===== config.mk =====
export PLATFORM = sky130hd
export DESIGN_NAME = base64_stream_codec_core
export DESIGN_NICKNAME = d
export VERILOG_FILES = /design/src/hdl/b64c_pkg.sv /design/src/hdl/b64c_front.sv /design/src/hdl/b64c_queue.sv /design/src/hdl/b64c_back.sv /design/src/hdl/base64_stream_codec_core.sv
export VERILOG_INCLUDE_DIRS = /design/src /design/src/hdl
export SDC_FILE = /design/constraint.sdc
export NUM_CORES = 1
export LEC_CHECK = 0
export BUFFER_PORTS_ARGS = -buffer_cell sky130_fd_sc_hd__buf_4
export CORE_UTILIZATION = 30
export DETAILED_ROUTE_END_ITERATION = 10
export GPL_TIMING_DRIVEN = 0
export MAX_ROUTING_LAYER = met4
export PLACE_DENSITY = 0.44
export SLEW_MARGIN = 15
export SYNTH_ARGS = -nofsm -noshare
export SYNTH_HDL_FRONTEND = slang
export SYNTH_SLANG_ARGS = --single-unit

===== constraint.sdc =====
create_clock -name i_clk -period 5.9 [get_ports i_clk]
set_input_delay 0.59 -clock i_clk [delete_from_list [all_inputs] [get_ports i_clk]]
set_output_delay 0.59 -clock i_clk [all_outputs]
set_load 0.1 [all_outputs]

===== src/hdl/base64_stream_codec_core_macros.svh =====
// Assertion macros for the base64 stream codec.
// Used by modules that carry concurrent checks; needs i_clk and i_rst_n in scope.
`ifndef BASE64_STREAM_CODEC_CORE_MACROS_SVH
`define BASE64_STREAM_CODEC_CORE_MACROS_SVH

`ifndef SYNTHESIS
`define B64C_ASSERT(lbl, expr, msg) \
    lbl: assert property (@(posedge i_clk) disable iff (!i_rst_n) (expr)) else $error(msg);
`define B64C_ASSERT_IMP(lbl, ante, cons, msg) \
    lbl: assert property (@(posedge i_clk) disable iff (!i_rst_n) (ante) |-> (cons)) \
        else $error(msg);
`else
`define B64C_ASSERT(lbl, expr, msg)
`define B64C_ASSERT_IMP(lbl, ante, cons, msg)
`endif

`endif


===== src/hdl/b64c_pkg.sv =====
// Shared types, constants and alphabet functions for the base64 stream codec.
// No dependencies.
`default_nettype none
package b64c_pkg;

    localparam int unsigned Q_DEPTH = 2;
    localparam int unsigned Q_AW    = $clog2(Q_DEPTH);

    localparam logic MODE_ENCODE = 1'b0;
    localparam logic MODE_DECODE = 1'b1;

    localparam logic [7:0] CHAR_PAD   = 8'h3D;
    localparam logic [7:0] IDX_BAD    = 8'hFF;
    localparam logic       REG_MODE   = 1'b0;

    // One unit of back-end work: a finished group and how many results it gives.
    typedef struct packed {
        logic [23:0] store;
        logic        enc;
        logic [2:0]  cnt;   // encode: real characters, decode: bytes
        logic        last;
    } t_job;

    function automatic logic [7:0] char_index(input logic [7:0] c);
        logic [7:0] r;
        r = IDX_BAD;
        if (c >= 8'h41 && c <= 8'h5A) begin
            r = c - 8'd65;
        end else if (c >= 8'h61 && c <= 8'h7A) begin
            r = c - 8'd71;
        end else if (c >= 8'h30 && c <= 8'h39) begin
            r = c + 8'd4;
        end else if (c == 8'h2B) begin
            r = 8'd62;
        end else if (c == 8'h2F) begin
            r = 8'd63;
        end
        return r;
    endfunction

    function automatic logic [7:0] alpha_char(input logic [5:0] s);
        logic [7:0] r;
        logic [7:0] w;
        w = {2'b00, s};
        if (s < 6'd26) begin
            r = w + 8'd65;
        end else if (s < 6'd52) begin
            r = w + 8'd71;
        end else if (s < 6'd62) begin
            r = w - 8'd4;
        end else if (s == 6'd62) begin
            r = 8'h2B;
        end else begin
            r = 8'h2F;
        end
        return r;
    endfunction

endpackage
`default_nettype wire


===== src/hdl/b64c_front.sv =====
// Front end: accepts items, gathers groups and issues finished groups as jobs.
// Depends on b64c_pkg.
`default_nettype none
module b64c_front (
    input  wire                 i_clk,
    input  wire                 i_rst_n,
    input  wire                 i_valid,
    input  wire  [7:0]          i_data,
    input  wire                 i_last,
    input  wire                 i_mode,
    input  wire                 i_clear,
    input  wire                 i_q_ready,
    output logic                o_ready,
    output logic                o_push,
    output b64c_pkg::t_job      o_job
);

    logic [1:0]  r_count, n_count;
    logic [23:0] r_store, n_store;
    logic        r_pad,   n_pad;
    logic        has_job;
    logic [1:0]  cnt_up;
    logic [23:0] st;
    logic [7:0]  idx;
    logic        accept;

    assign o_ready = i_q_ready;
    assign accept  = i_valid && i_q_ready;
    assign o_push  = accept && has_job;

    always_comb begin
        n_count    = r_count;
        n_store    = r_store;
        n_pad      = r_pad;
        has_job    = 1'b0;
        o_job      = '0;
        o_job.enc  = (i_mode == b64c_pkg::MODE_ENCODE);
        o_job.last = i_last;
        st         = r_store;
        cnt_up     = r_count + 2'd1;
        idx        = b64c_pkg::char_index(i_data);
        if (i_mode == b64c_pkg::MODE_ENCODE) begin
            unique case (r_count)
                2'd0: st[23:16] = i_data;
                2'd1: st[15:8]  = i_data;
                default: st[7:0] = i_data;
            endcase
            if (cnt_up == 2'd3) begin
                has_job     = 1'b1;
                o_job.store = st;
                o_job.cnt   = 3'd4;
                n_count     = 2'd0;
                n_store     = '0;
            end else begin
                n_count = cnt_up;
                n_store = st;
                if (i_last) begin
                    has_job     = 1'b1;
                    o_job.store = st;
                    o_job.cnt   = {1'b0, cnt_up} + 3'd1;
                end
            end
        end else begin
            if (!r_pad) begin
                if (i_data == b64c_pkg::CHAR_PAD) begin
                    n_pad = 1'b1;
                end else begin
                    unique case (r_count)
                        2'd0: st[23:16] = {idx[5:0], 2'b00};
                        2'd1: begin
                            st[23:16] = r_store[23:16] + {6'd0, idx[5:4]};
                            st[15:8]  = {idx[3:0], 4'd0};
                        end
                        2'd2: begin
                            st[15:8] = r_store[15:8] + {4'd0, idx[5:2]};
                            st[7:0]  = {idx[1:0], 6'd0};
                        end
                        default: st[7:0] = r_store[7:0] + idx;
                    endcase
                    n_count = cnt_up;
                    n_store = st;
                    if (cnt_up == 2'd0) begin
                        has_job     = 1'b1;
                        o_job.store = st;
                        o_job.cnt   = 3'd3;
                        n_store     = '0;
                    end
                end
            end
            if (i_last && n_count > 2'd1) begin
                has_job     = 1'b1;
                o_job.store = n_store;
                o_job.cnt   = {1'b0, n_count} - 3'd1;
            end
        end
        if (i_last) begin
            n_count = 2'd0;
            n_store = '0;
            n_pad   = 1'b0;
        end
    end

    always_ff @(posedge i_clk) begin
        if (!i_rst_n || i_clear) begin
            r_count <= 2'd0;
            r_store <= '0;
            r_pad   <= 1'b0;
        end else if (accept) begin
            r_count <= n_count;
            r_store <= n_store;
            r_pad   <= n_pad;
        end
    end

endmodule
`default_nettype wire


===== src/hdl/b64c_queue.sv =====
// Two-entry job queue between front and back end.
// Depends on b64c_pkg.
`default_nettype none
module b64c_queue (
    input  wire                 i_clk,
    input  wire                 i_rst_n,
    input  wire                 i_push,
    input  b64c_pkg::t_job      i_job,
    output logic                o_ready,
    input  wire                 i_pop,
    output logic                o_valid,
    output b64c_pkg::t_job      o_job
);

    b64c_pkg::t_job                r_mem [b64c_pkg::Q_DEPTH];
    logic [b64c_pkg::Q_AW-1:0]     r_wr;
    logic [b64c_pkg::Q_AW-1:0]     r_rd;
    logic [b64c_pkg::Q_AW:0]       r_count;

    assign o_valid = (r_count != '0);
    assign o_ready = (r_count != (b64c_pkg::Q_AW + 1)'(b64c_pkg::Q_DEPTH));
    assign o_job   = r_mem[r_rd];

    always_ff @(posedge i_clk) begin
        if (i_push) begin
            r_mem[r_wr] <= i_job;
        end
    end

    always_ff @(posedge i_clk) begin
        if (!i_rst_n) begin
            r_wr    <= '0;
            r_rd    <= '0;
            r_count <= '0;
        end else begin
            if (i_push) begin
                r_wr <= r_wr + 1'b1;
            end
            if (i_pop) begin
                r_rd <= r_rd + 1'b1;
            end
            if (i_push && !i_pop) begin
                r_count <= r_count + 1'b1;
            end else if (!i_push && i_pop) begin
                r_count <= r_count - 1'b1;
            end
        end
    end

endmodule
`default_nettype wire


===== src/hdl/b64c_back.sv =====
// Back end: expands one job into characters or bytes, one per cycle while not stalled, into the output register.
// Depends on b64c_pkg and the codec assertion macros.
`default_nettype none
`include "base64_stream_codec_core_macros.svh"
module b64c_back (
    input  wire                 i_clk,
    input  wire                 i_rst_n,
    input  wire                 i_q_valid,
    input  b64c_pkg::t_job      i_q_job,
    output logic                o_q_pop,
    output logic                o_out_valid,
    input  wire                 i_out_ready,
    output logic [7:0]          o_out_data,
    output logic                o_out_run_end,
    output logic                o_out_message_end
);

    b64c_pkg::t_job r_job;
    logic           r_busy;
    logic [1:0]     r_k;
    logic           r_out_valid;
    logic [7:0]     r_out_data;
    logic           r_out_run_end;
    logic           r_out_msg_end;
    logic           out_free;
    logic           emit;
    logic           last_k;
    logic           fin;
    logic           take;
    logic [5:0]     sextet;
    logic [7:0]     res;

    assign out_free = !r_out_valid || i_out_ready;
    assign emit     = r_busy && out_free;
    assign last_k   = r_job.enc ? (r_k == 2'd3) : ({1'b0, r_k} == (r_job.cnt - 3'd1));
    assign fin      = emit && last_k;
    assign take     = i_q_valid && (!r_busy || fin);
    assign o_q_pop  = take;

    always_comb begin
        unique case (r_k)
            2'd0: begin
                sextet = r_job.store[23:18];
            end
            2'd1: begin
                sextet = r_job.store[17:12];
            end
            2'd2: begin
                sextet = r_job.store[11:6];
            end
            default: begin
                sextet = r_job.store[5:0];
            end
        endcase
        if (r_job.enc) begin
            res = ({1'b0, r_k} < r_job.cnt) ? b64c_pkg::alpha_char(sextet)
                                             : b64c_pkg::CHAR_PAD;
        end else begin
            unique case (r_k)
                2'd0: res = r_job.store[23:16];
                2'd1: res = r_job.store[15:8];
                default: res = r_job.store[7:0];
            endcase
        end
    end

    always_ff @(posedge i_clk) begin
        if (!i_rst_n) begin
            r_busy      <= 1'b0;
            r_k         <= 2'd0;
            r_out_valid <= 1'b0;
        end else begin
            if (take) begin
                r_busy <= 1'b1;
                r_k    <= 2'd0;
            end else if (fin) begin
                r_busy <= 1'b0;
            end else if (emit) begin
                r_k <= r_k + 2'd1;
            end
            if (emit) begin
                r_out_valid <= 1'b1;
            end else if (i_out_ready) begin
                r_out_valid <= 1'b0;
            end
        end
    end

    always_ff @(posedge i_clk) begin
        if (take) begin
            r_job <= i_q_job;
        end
        if (emit) begin
            r_out_data    <= res;
            r_out_run_end <= last_k;
            r_out_msg_end <= last_k && r_job.last;
        end
    end

    assign o_out_valid       = r_out_valid;
    assign o_out_data        = r_out_data;
    assign o_out_run_end     = r_out_run_end;
    assign o_out_message_end = r_out_msg_end;

    `B64C_ASSERT_IMP(a_dec_cnt, r_busy && !r_job.enc, r_job.cnt != 3'd0 && r_job.cnt <= 3'd3, "decode job count out of range")
    `B64C_ASSERT_IMP(a_enc_cnt, r_busy && r_job.enc, r_job.cnt >= 3'd2 && r_job.cnt <= 3'd4, "encode job count out of range")
    `B64C_ASSERT_IMP(a_dec_k, r_busy && !r_job.enc, {1'b0, r_k} < r_job.cnt, "decode index past job end")
    `B64C_ASSERT_IMP(a_msg_run, o_out_valid && o_out_message_end, o_out_run_end, "message end without run end")

endmodule
`default_nettype wire


===== src/hdl/base64_stream_codec_core.sv =====
// Base64 stream codec, standard alphabet with '=' padding.
// Input channel: i_in_valid/o_in_ready with i_in_data and i_in_last; a transaction
//   carries one byte (encode) or one character (decode); i_in_last ends the message.
// Output channel: o_out_valid/i_out_ready with o_out_data, o_out_run_end (last result
//   of a group) and o_out_message_end (last result of the message).
// APB register 0 (bit 0) selects encode (0) or decode (1); writing it clears the group.
// Throughput: output is one result per cycle while i_out_ready is high. Encode accepts a byte
//   per cycle in bursts, but is held back over time by the four characters each group gives;
//   decode sustains one character per cycle while the output keeps up.
// A two-entry job queue separates the input side from the result expander, so input
//   keeps flowing while a result waits; once the queue fills, o_in_ready drops.
// Output stall holds o_out_* steady and backs up into the queue.
// Reset (synchronous, active low) clears mode to encode, the group state, the queue
//   and the output valid flag.
// Depends on b64c_pkg, b64c_front, b64c_queue and b64c_back.
`default_nettype none
module base64_stream_codec_core (
    input  wire         i_clk,
    input  wire         i_rst_n,
    input  wire         i_in_valid,
    output logic        o_in_ready,
    input  wire  [7:0]  i_in_data,
    input  wire         i_in_last,
    output logic        o_out_valid,
    input  wire         i_out_ready,
    output logic [7:0]  o_out_data,
    output logic        o_out_run_end,
    output logic        o_out_message_end,
    input  wire         psel,
    input  wire         penable,
    input  wire         pwrite,
    input  wire  [2:0]  paddr,
    input  wire  [31:0] pwdata,
    output logic [31:0] prdata,
    output logic        pready
);

    logic           r_mode;
    logic           cfg_wr;
    logic           push;
    logic           pop;
    logic           q_ready;
    logic           q_valid;
    b64c_pkg::t_job front_job;
    b64c_pkg::t_job q_job;

    assign pready = 1'b1;
    assign cfg_wr = psel && penable && pwrite && (paddr[2] == b64c_pkg::REG_MODE);
    assign prdata = (paddr[2] == b64c_pkg::REG_MODE) ? {31'd0, r_mode} : 32'd0;

    always_ff @(posedge i_clk) begin
        if (!i_rst_n) begin
            r_mode <= b64c_pkg::MODE_ENCODE;
        end else if (cfg_wr) begin
            r_mode <= pwdata[0];
        end
    end

    b64c_front u_front (
        .i_clk     (i_clk),
        .i_rst_n   (i_rst_n),
        .i_valid   (i_in_valid),
        .i_data    (i_in_data),
        .i_last    (i_in_last),
        .i_mode    (r_mode),
        .i_clear   (cfg_wr),
        .i_q_ready (q_ready),
        .o_ready   (o_in_ready),
        .o_push    (push),
        .o_job     (front_job)
    );

    b64c_queue u_queue (
        .i_clk   (i_clk),
        .i_rst_n (i_rst_n),
        .i_push  (push),
        .i_job   (front_job),
        .o_ready (q_ready),
        .i_pop   (pop),
        .o_valid (q_valid),
        .o_job   (q_job)
    );

    b64c_back u_back (
        .i_clk             (i_clk),
        .i_rst_n           (i_rst_n),
        .i_q_valid         (q_valid),
        .i_q_job           (q_job),
        .o_q_pop           (pop),
        .o_out_valid       (o_out_valid),
        .i_out_ready       (i_out_ready),
        .o_out_data        (o_out_data),
        .o_out_run_end     (o_out_run_end),
        .o_out_message_end (o_out_message_end)
    );

endmodule
`default_nettype wire

# Word-level counts from Yosys, hierarchy flattened
# Memory sizes are Yosys's and may differ from the RTL's. A register that Yosys moved wholly into a read port is not among the register bits.
# Index checks and enable logic that the tools add are counted.
[word_totals]
register_bits = 46
ram_bits = 58
input_bits = 51
wordCells = 160
mem_count = 1
[op_classes]
add_sub_neg = 18
magnitude_cmp = 11
eq_ne = 12
muxes = 66
bitwise = 4
reduce_logical = 35
[mem_list]
columns = ["memory", "words", "width", "read_ports", "rd_ports_with_merged_regs", "write_ports", "line", "source"]
rows = [
  ["u_queue.r_mem", 2, 29, 1, 1, 1, "b64c_queue.sv:15", "b64c_pkg::t_job r_mem [b64c_pkg::Q_DEPTH];"],
]
[ops]
columns = ["op", "n"]
rows = [
  ["$mux W24", 13],
  ["$mux W8", 13],
  ["$pmux W8 S2", 4],
  ["$eq A8 B6 Y1 const B", 3],
  ["$mux W3", 7],
  ["$mux W1", 19],
  ["$mux W2", 9],
  ["$pmux W6 S3", 1],
  ["$add A6 B7 Y8 const B", 2],
  ["$ge A8 B7 Y1 const B", 2],
  ["$le A8 B7 Y1 const B", 2],
  ["$sub A8 B7 Y8 const B", 2],
  ["$logic_and A1 B1 Y1", 15],
  ["$lt A6 B6 Y1 const B", 2],
  ["$reduce_bool A2 Y1", 5],
  ["$add A8 B2 Y8", 1],
  ["$add A8 B3 Y8 const B", 1],
  ["$add A8 B4 Y8", 1],
  ["$add A8 B8 Y8", 1],
  ["$eq A2 B2 Y1 const B", 4],
  ["$ge A8 B6 Y1 const B", 1],
  ["$le A8 B6 Y1 const B", 1],
  ["$sub A6 B3 Y7 const B", 1],
  ["$add A2 B1 Y2 const B", 3],
  ["other kinds (18)", 33],
]

# Logic depth before layout (Yosys ltp)
[logic_depth]
word_depth = 13
ltp_mapped = 18

# By module
# Synthesis repeated with hierarchy kept, for this count alone.
[hier_totals]
cells_unflattened = 926
area_unflattened_um2 = 8962.3
[modules_own_cells]
columns = ["module", "n_inst", "cells_each", "area_per_inst_um2", "seq_area_each_um2"]
rows = [
  ["b64c_front", 1, 575, 4113.9, 540.5],
  ["b64c_queue", 1, 112, 2311.0, 1841.8],
  ["b64c_back", 1, 199, 2232.1, 1251.2],
  ["base64_stream_codec_core", 1, 40, 305.3, 20.0],
]

# Least setup slack after synthesis
# OpenSTA, ideal clock, no wires.
[synth_path]
kind = "input port to flip-flop"
startpoint = "in i_in_data[1]"
endpoint = "mem u_queue.r_mem[0][19] (netlist name), data pin"
setup_time_ns = 0.265
arrival_ns = 3.846
setup_slack_ns = 1.790
cell_stages = 17
n_path_buf = 1
path_cell_list = "buf_6 > inv_1 > ha_1 > nand4bb_4 > nand2_1 > nor3b_2 > o32ai_2 > ha_1 > inv_1 > fa_1 > nor2b_1 > o21ai_0 > a211oi_1 > mux2i_1 > a211oi_2 > nor3_1 > a221o_1"
[synth_lines]
columns = ["element", "line", "source"]
rows = [
  ["from (decl)", "base64_stream_codec_core.sv:22", "input wire [7:0] i_in_data,"],
  ["to (decl)", "b64c_queue.sv:15", ""],
]

==> flow_metrics.py <==
metrics = {
    "placed_design": {
        "place_ws_ps": 596.9,
        "dp_cells": 1322,
        "hpwl_um": 19460,
        "io_buffers": 29,
        "placed_cell_area_um2": 9602,
        "gp_congestion": 0.8814,
    },
    "setup_path": {
        "cp-end-kind": "flop",
        "crit_path_end": "u_queue.r_mem[0][19]",
        "reg2reg_slack_ps": 2050,
        "slowest_delay_ps": 790,
        "start_kind": "input port",
        "setup.worst_path.start": "i_in_data[2]",
        "crit_type": "in -> reg",
        "worstPathRequired_ps": 6150,
        "rr_worst_depth": 9,
        "critical_path.max_fanout": 10,
        "crit_path_cell_trace": "buf_4 -> buf_2 -> inv_1 -> ha_1 -> and2b_1 -> a2bb2oi_1 -> o21ai_1 -> o32ai_2 -> ha_1 -> inv_1 -> fa_1 -> nor2b_1 -> o21ai_0 -> a211oi_1 -> mux2i_1 -> a211oi_2 -> nor3_1 -> a221o_1",
        "crit_arrival_ps": 5230,
        "crit_path_top_delay_cell": "o32ai_2",
        "reg2reg_from": "u_front.r_count[1]",
        "r2r-end": "u_queue.r_mem[0][12]",
    },
    "floorplan": {
        "dieArea_um2": 29940,
        "coreArea_um2": 28780,
        "io_pins": 96,
        "die_h_um": 173.0,
        "rows": 62,
        "die_x_um": 173.0,
        "initial_core_util": 0.3050,
    },
    "route": {
        "vias_per_cell": 5.243,
        "top_layer": "met4",
        "m1WireLength_um": 12150,
        "post-route-drc-count": 0,
        "num_vias": 7099,
        "wl_met2_um": 12550,
        "wire_per_inst_um": 19.78,
        "dr.pass1.iters": 6,
        "wl_met3_um": 1318,
        "dr.first_iter.drc_count": 572,
        "routed_wl_um": 26780,
        "drtAntennaViolNets": 0,
    },
    "synth": {
        "synth_area_leaders": "edfxtp_1 33%, dfxtp_1 8.2%, ha_1 6.4%",
        "ys.flop_type": "edfxtp_1",
        "seq_area_frac_synth": 0.4140,
        "synth_edf_count": 97,
        "yosys.area.top_type": "edfxtp_1",
        "yosys_register_bits": 133,
        "syn_inst": 879,
        "synth_area_per_cell_um2": 9.985,
        "yosysTopAreaCellShare": 0.3319,
        "yosysWarningCount": 0,
        "synth_commonest_cells": "97 x edfxtp_1, 63 x nand2_1, 62 x a21oi_1, 46 x nor2_1",
        "ys_async_sr_fraction": 0,
        "syn-cell-area_um2": 8777,
        "synth_most_common_cell": "edfxtp_1",
        "synth_cell_types": 90,
    },
    "final_layout": {
        "nNetsFinal": 1056,
        "fin_util": 0.3533,
        "finish.instance_area_um2": 10170,
        "antennaDiodeCount": 0,
        "drive_gt1_frac": 0.1825,
        "synthToLayoutAreaGrowth_pct": 15.85,
        "fin_cells": 1354,
    },
    "clocking": {
        "htree_levels": 4,
        "cts_tree": "built",
        "cts_sinks": 133,
        "post_cts_buffers": 0,
        "cts_buffers": 17,
        "clk_latency_ps": 420,
        "cts_buffer_depth": 2,
        "holdBufCountCts": 0,
        "cts_root_buf": "clkbuf_16",
        "cts_resized": 0,
        "clk_pin_slew_ps": 60,
    },
    "global_route": {
        "grt_usage": 0.1852,
        "grt_max_degree": 31,
        "grt_pass1_vias": 6742,
        "grt_pass1_wl_um": 41110,
        "antenna_found_initial": 0,
        "global_route.overflow_total": 0,
    },
    "sta": {
        "worst_pin_slew_ps": 1213,
        "max-slew-margin-rel": 0.1849,
        "setup_tns_ps": 0,
        "fin_crit_ps": 4978,
        "clock.fmax_mhz": 200.9,
        "grt_setup_unrepaired": "false",
        "finClkSkew_ps": 13.51,
        "drv_slew": 0,
        "fin_crit_sh": 0.8437,
        "setup_violations": 0,
        "hold_violations": 0,
        "worst_slack_ps": 922.2,
        "whs_ps": 464.9,
    },
    "power_and_ir_drop": {
        "vdd_drop_max_uv": 175.6,
        "power.density_nw_per_um2": 391.4,
        "total_power_mw": 3.980,
        "power.leakage_nw": 3.810,
    },
    "min_path": {
        "min_from": "pwdata[0]",
        "hold_class": "in -> reg",
    },
    "run": {
        "maxCapViolCount": 0,
    },
    "outcome": {
        "status": "completed",
    },
}
-- power breakdown --
group	total (mW)	internal, mW	switching, mW
combinational	1.62	0.523	1.10
sequential	1.33	1.24	0.0929
clock	1.03	0.595	0.432
total	3.98	2.36	1.62
-- kinds of logic (layout without fill, tap and decap cells) --
kind of cell	after synthesis	after routing	synth area share
compound gates	279	279	0.2262
simple gates	218	218	0.1293
xor+xnor	24	24	0.02395
mux	49	49	0.06115
buf+inv	126	187	0.07355
other cells	2	32	0.0008556
fa+ha+maj	48	48	0.07099
flops	133	133	0.4140
-- critical path: cells and delay by family --
family | cells | cell delay, ps
AO/OA/AOI/OAI | 7 | 2150
adder cells (fa/ha/maj) | 3 | 1000
AND/OR/NAND/NOR | 3 | 610
buffers and inverters | 4 | 550
multiplexers | 1 | 320
-- registers in the layout, summed over array words and instances (netlist names) --
register	flops
u_front.r_pad	1
u_front.r_store	24
u_back.o_out_valid	1
u_queue.r_count	2
u_back.o_out_data	8
u_back.o_out_run_end	1
u_front.r_count	2
u_back.r_busy	1
u_back.r_k	2
u_queue.r_mem	58
r_mode	1
u_queue.r_wr	1
u_back.o_out_message_end	1
u_queue.r_rd	1
u_back.r_job	29
-- per-layer routing --
layer,GRT usage,vias up
li1,-,3422
met2,0.2977,238
met4,0.06047,0
met5,-,-
met3,0.02858,40
met1,0.2380,3399
-- how the worst min path moves through the flow --
stage	to	slack [ps]	cells past startpoint
after CTS	r_mode	450	3
final	r_mode	460	3
after global routing	u_queue.r_mem[0][0]	470	1
after detailed placement	u_back.o_out_valid	470	1
after global placement	u_back.o_out_valid	470	1
after floorplan	u_back.o_out_valid	450	1
-- layout by cell type, fill, tap and decap left out, drive strengths merged, types with 9 or more instances in the layout --
| cell | Yosys | final |
|---|---|---|
| a21o | 10 | 10 |
| mux2 | 34 | 34 |
| nor2b | 12 | 12 |
| a32oi | 10 | 10 |
| nand2b | 9 | 9 |
| edfxtp | 97 | 97 |
| o22ai | 13 | 13 |
| nor2 | 49 | 49 |
| nand2 | 64 | 64 |
| a22oi | 13 | 13 |
| a21oi | 62 | 62 |
| nor3 | 21 | 21 |
| conb | 2 | 32 |
| clkbuf | 26 | 44 |
| nand3 | 15 | 15 |
| a22o | 11 | 11 |
| o21ai | 55 | 55 |
| a222oi | 10 | 10 |
| ha | 45 | 45 |
| inv | 40 | 43 |
| a31oi | 10 | 10 |
| xnor2 | 16 | 16 |
| buf | 59 | 88 |
| dfxtp | 36 | 36 |
| mux2i | 15 | 15 |
-- area by class of cell --
cell class,instances,area [µm²]
plain buffers,85,491.7
flip-flops and latches,133,3633
well taps,384,480.5
inverters,41,153.9
clock inverters,14,127.6
repair buffers,29,217.7
clock buffers,18,439.2
multi-input cells,650,4624
fillers,2951,18610
No activity file was read; power rests on OpenSTA's default activity.
